<file path="src/rtl/core/lafn_pkg.sv">
// Shared types, codes and field widths for the layered affine network unit.
`default_nettype none
package lafn_pkg;

  localparam int OP_W       = 2;
  localparam int LAYER_W    = 2;
  localparam int ROW_W      = 4;
  localparam int COL_W      = 4;
  localparam int VALUE_W    = 16;
  localparam int INDEX_W    = 4;
  localparam int NL_W       = 3;
  localparam int IW_W       = 5;
  localparam int OW_W       = 5;
  localparam int CFG_IDX_W  = 2;
  localparam int CFG_DATA_W = 5;

  localparam logic [OP_W-1:0] OP_WEIGHT  = 2'd0;
  localparam logic [OP_W-1:0] OP_BIAS    = 2'd1;
  localparam logic [OP_W-1:0] OP_ELEMENT = 2'd2;

  localparam logic [CFG_IDX_W-1:0] REG_NUM_LAYERS = 2'd0;
  localparam logic [CFG_IDX_W-1:0] REG_IN_WIDTH   = 2'd1;
  localparam logic [CFG_IDX_W-1:0] REG_OUT_WIDTH  = 2'd2;

  typedef enum logic [2:0] {
    ST_CLEAR,
    ST_IDLE,
    ST_COMPUTE,
    ST_DRAIN,
    ST_EMIT
  } state_t;

  // Beat tags that travel with the memory read data into the MAC.
  typedef struct packed {
    logic valid;
    logic first;
    logic last;
  } mac_ctl_t;

  typedef struct packed {
    logic res_valid;
    logic busy;
  } mac_stat_t;

endpackage
`default_nettype wire

</file>
<file path="src/rtl/core/lafn_mac.sv">
// Multiply-accumulate pipeline with bias preload, rounding and 16-bit saturation.
`default_nettype none
module lafn_mac
  import lafn_pkg::*;
#(
  parameter int FRAC_BITS = 12,
  parameter int ACC_W     = 38
) (
  input  wire logic                      clk,
  input  wire logic                      rst,
  input  wire mac_ctl_t                  ctl,
  input  wire logic signed [VALUE_W-1:0] weight,
  input  wire logic signed [VALUE_W-1:0] operand,
  input  wire logic signed [VALUE_W-1:0] bias,
  output mac_stat_t                      stat,
  output logic signed [VALUE_W-1:0]      res
);

  localparam logic signed [ACC_W:0] SAT_HI = (ACC_W+1)'(32767);
  localparam logic signed [ACC_W:0] SAT_LO = (ACC_W+1)'(-32768);
  localparam logic signed [ACC_W:0] HALF   = (ACC_W+1)'(1 << (FRAC_BITS - 1));

  logic signed [2*VALUE_W-1:0] prod;
  logic signed [VALUE_W-1:0]   bias2;
  logic                        v2;
  logic                        first2;
  logic                        last2;
  logic signed [ACC_W-1:0]     acc;
  logic                        done3;
  logic                        rv4;

  function automatic logic signed [VALUE_W-1:0] round_sat(input logic signed [ACC_W-1:0] a);
    logic signed [ACC_W:0] t;
    logic signed [ACC_W:0] q;
    t = (ACC_W+1)'(a) + HALF;
    q = t >>> FRAC_BITS;
    if (q > SAT_HI) begin
      q = SAT_HI;
    end else if (q < SAT_LO) begin
      q = SAT_LO;
    end
    return q[VALUE_W-1:0];
  endfunction

  always_ff @(posedge clk) begin
    prod  <= weight * operand;
    bias2 <= bias;
    first2 <= ctl.first;
    last2  <= ctl.last;
    if (v2) begin
      if (first2) begin
        acc <= (ACC_W'(bias2) <<< FRAC_BITS) + ACC_W'(prod);
      end else begin
        acc <= acc + ACC_W'(prod);
      end
    end
    if (done3) begin
      res <= round_sat(acc);
    end
  end

  always_ff @(posedge clk) begin
    if (rst) begin
      v2    <= 1'b0;
      done3 <= 1'b0;
      rv4   <= 1'b0;
    end else begin
      v2    <= ctl.valid;
      done3 <= v2 && last2;
      rv4   <= done3;
    end
  end

  assign stat.res_valid = rv4;
  assign stat.busy      = v2 || done3 || rv4;

endmodule
`default_nettype wire

</file>
<file path="config.mk">
export PLATFORM = sky130hd
export DESIGN_NAME = lafn_mac
export DESIGN_NICKNAME = d
export VERILOG_FILES = /design/src/rtl/core/lafn_pkg.sv /design/src/rtl/core/lafn_mac.sv
export SDC_FILE = /design/constraint.sdc
export NUM_CORES = 1
export LEC_CHECK = 0
export BUFFER_PORTS_ARGS = -buffer_cell sky130_fd_sc_hd__buf_2
export CAP_MARGIN = 10
export CORE_ASPECT_RATIO = 0.6
export CORE_MARGIN = 3
export CORE_UTILIZATION = 55
export CTS_CLUSTER_SIZE = 8
export DETAILED_ROUTE_END_ITERATION = 16
export PLACE_DENSITY = 0.81
export SLEW_MARGIN = 20
export SYNTH_ARGS = -nofsm -noshare
export SYNTH_HDL_FRONTEND = slang
export SYNTH_SLANG_ARGS = --single-unit
</file>
<file path="constraint.sdc">
create_clock -name clk -period 8.1 [get_ports clk]
set_input_delay 1.215 -clock clk [delete_from_list [all_inputs] [get_ports clk]]
set_output_delay 1.215 -clock clk [all_outputs]
set_load 0.03 [all_outputs]
</file>
==> reports/metrics.cfg <==
[detailed_routing]
drtIter0Drc=962
drt_drc_violations_left=0
drtAntennaViolNets=0
drt-total-wl_um=37260
drtPass1Iterations=7
drt-vias-per-instance=5.636
wl_per_cell_um=16.70
via_count=12573

[sta]
setup_tns_ns=0
hold_viol_final=0
slew_headroom_pct=24.99
final_max_slew_viol_count=0
finalClockSkew_ns=0.01215
worst_pin_slew_ns=1.125
fin_crit_sh_pct=89.37
fin_crit_ns=7.239
setup_viol=0
rsz0062_at_grt=no
max_freq_mhz=138.1

[synthesis]
synth_top_area_cell=fa_1
synth_top_area_share_pct=32.14
synth_area_mm2=0.01645
syn_avg_cell_area_um2=9.198
synthesis.instances=1788
ys_warn_count=0
ys_seq_area_share_pct=16.31
synth_most_common_cell=inv_1
yosys_most_used_dff=edfxtp_1
ys_ff_latch=107
ys_async_sr_fraction_pct=0
synth_edf_count=54
syn_nets=2245
synth_cell_types=75
synth_area_leaders=fa_1 32%, ha_1 11%, edfxtp_1 9.9%
synth_common_cells=346 x inv_1, 264 x fa_1, 176 x nand2_1

[die]
start_util_pct=56.58
fp.coreArea_mm2=0.02907
dieWidth_um=229.2
dieHeight_um=139.9
dieArea_mm2=0.03208
io_pins=71
rows=48

[placement]
dp_hpwl_um=30790
place.gp.congestion=0.9410
place_area_mm2=0.01713
portBuffers=70

[critical_path]
crit_arrival_ns=7.54
rr_endpoint=acc[37]
r2r_slack_ns=4.34
reg2reg_from=acc[4]
cp-end-kind=flip-flop
r2r_cells=10
cp.required_ns=8.40
startpoint_type=input port
crit_fanout=16
crit_type=in2reg

[global_routing]
grt_pass1_vias=13581
grt_usage_pct=24.65
overflow=0
antenna_found_initial=1
grt_max_degree=70
grt_pass1_wl_um=64780

[clock_network]
cts_hold_buf=0
path_clk_slew_ns=0.08
cts_sinks=107
cts-resized-gates=0
clk_latency_ns=0.37
clock_path_buffers=2
root_buffer=clkbuf_16
htree_levels=3
cts_buffers=9
cts_setup_buffers=0
cts_tree=built

[status]
outcome=finished clean

[hold_path]
min-delay-path-class=reg2reg
whs_path_depth=2
hold_path_end=done3
min_from=last2

[final_layout]
layout-drive-gt1-share_pct=6.062
final_area_mm2=0.01743
area_growth_pct=6.010
num_antenna_cells=0
num-nets-final=2283

[flow_run]
maxCapViolCount=0

[placed cells by master (no fill, tap or decap), drive strengths merged, types with 8 or more instances in the layout]
cell type,n
xor2,35
ha,140
nand2b,18
fa,264
o21a,12
o21bai,9
buf,72
xnor2,58
a21oi,68
and2,132
o21ai,82
inv,350
a21o,26
a211oi,14
nand4,12
dfxtp,53
edfxtp,54
clkbuf,10
nor2,69
or3,11
nor2b,8
nor3,19
nand3,31
and3,13
nand2,176
[flip-flops by register name, indices dropped and copies added (netlist names)]
signal	count
first2	1
done3	1
acc	38
bias2	16
v2	1
rv4	1
res	16
last2	1
prod	32
[how the worst max path moves through the flow]
stage                     depth (start not counted)        from  endpoint
after floorplan                                  18  weight[15]  prod[31]
after global placement                           20   weight[0]  prod[28]
after detailed placement                         20   weight[0]  prod[28]
after CTS                                        20   weight[0]  prod[28]
after global routing                             18  weight[15]  prod[31]
final                                            20   weight[0]  prod[28]
[logic make-up after synthesis]
family          synth area share [%]
simple gates                   15.91
fa+ha+maj                      42.79
buf+inv                        9.023
compound gates                 10.58
flops                          16.31
xor+xnor                       4.953
mux                           0.4413
[worst max-delay path, stage by stage]
cell and delay (ns):
buf_2 0.34, nand2b_1 0.29, fa_1 0.45, fa_1 0.54
inv_1 0.05, fa_1 0.50, fa_1 0.52, fa_1 0.55
inv_1 0.06, fa_1 0.54, inv_1 0.04, ha_1 0.36
a2111oi_0 0.85, nand2b_1 0.10, nand4bb_1 0.22, o2111ai_1 0.18
o21ai_1 0.17, a31o_2 0.26, a21oi_1 0.16, xnor2_1 0.13
[per-layer routing]
layer  part of all wire, %  GRT usage (%)  up-vias  wire [um]
met3                   7.9          5.691       71       2940
li1                      -              -     5793          -
met5                 0.030              0        -         11
met2                    47          40.26      441      17520
met1                    43          33.87     6266      16130
met4                   1.8          5.572        2        656
[through the flow]
| stage | utilization [%] | setup slack [ns] | std cells | hold WS [ns] |
|---|---|---|---|---|
| after global routing | 59.98 | 0.5355 | 2231 | 0.4487 |
| after CTS | 59.98 | 0.9493 | 2231 | 0.4135 |
| after global placement | 58.94 | 0.6871 | 2215 | 0.4000 |
| after floorplan | - | 1.132 | 1788 | 0.3952 |
| after detailed placement | 58.94 | 0.5640 | 2215 | 0.4030 |
| final | 59.98 | 0.8611 | 2231 | 0.4130 |
[cell type report]
cell class,count,area [um2]
multi-input cells,1289,12280
fillers,2448,11630
flip-flops and latches,107,2685
inverters,347,1303
well taps,400,500.5
repair buffers,72,365.4
clock buffers,10,229.0
clock inverters,6,72.57
Power is left out: the tool's default activity adds up to more than one toggle a clock period on the data nets, which glitch-free logic cannot reach.
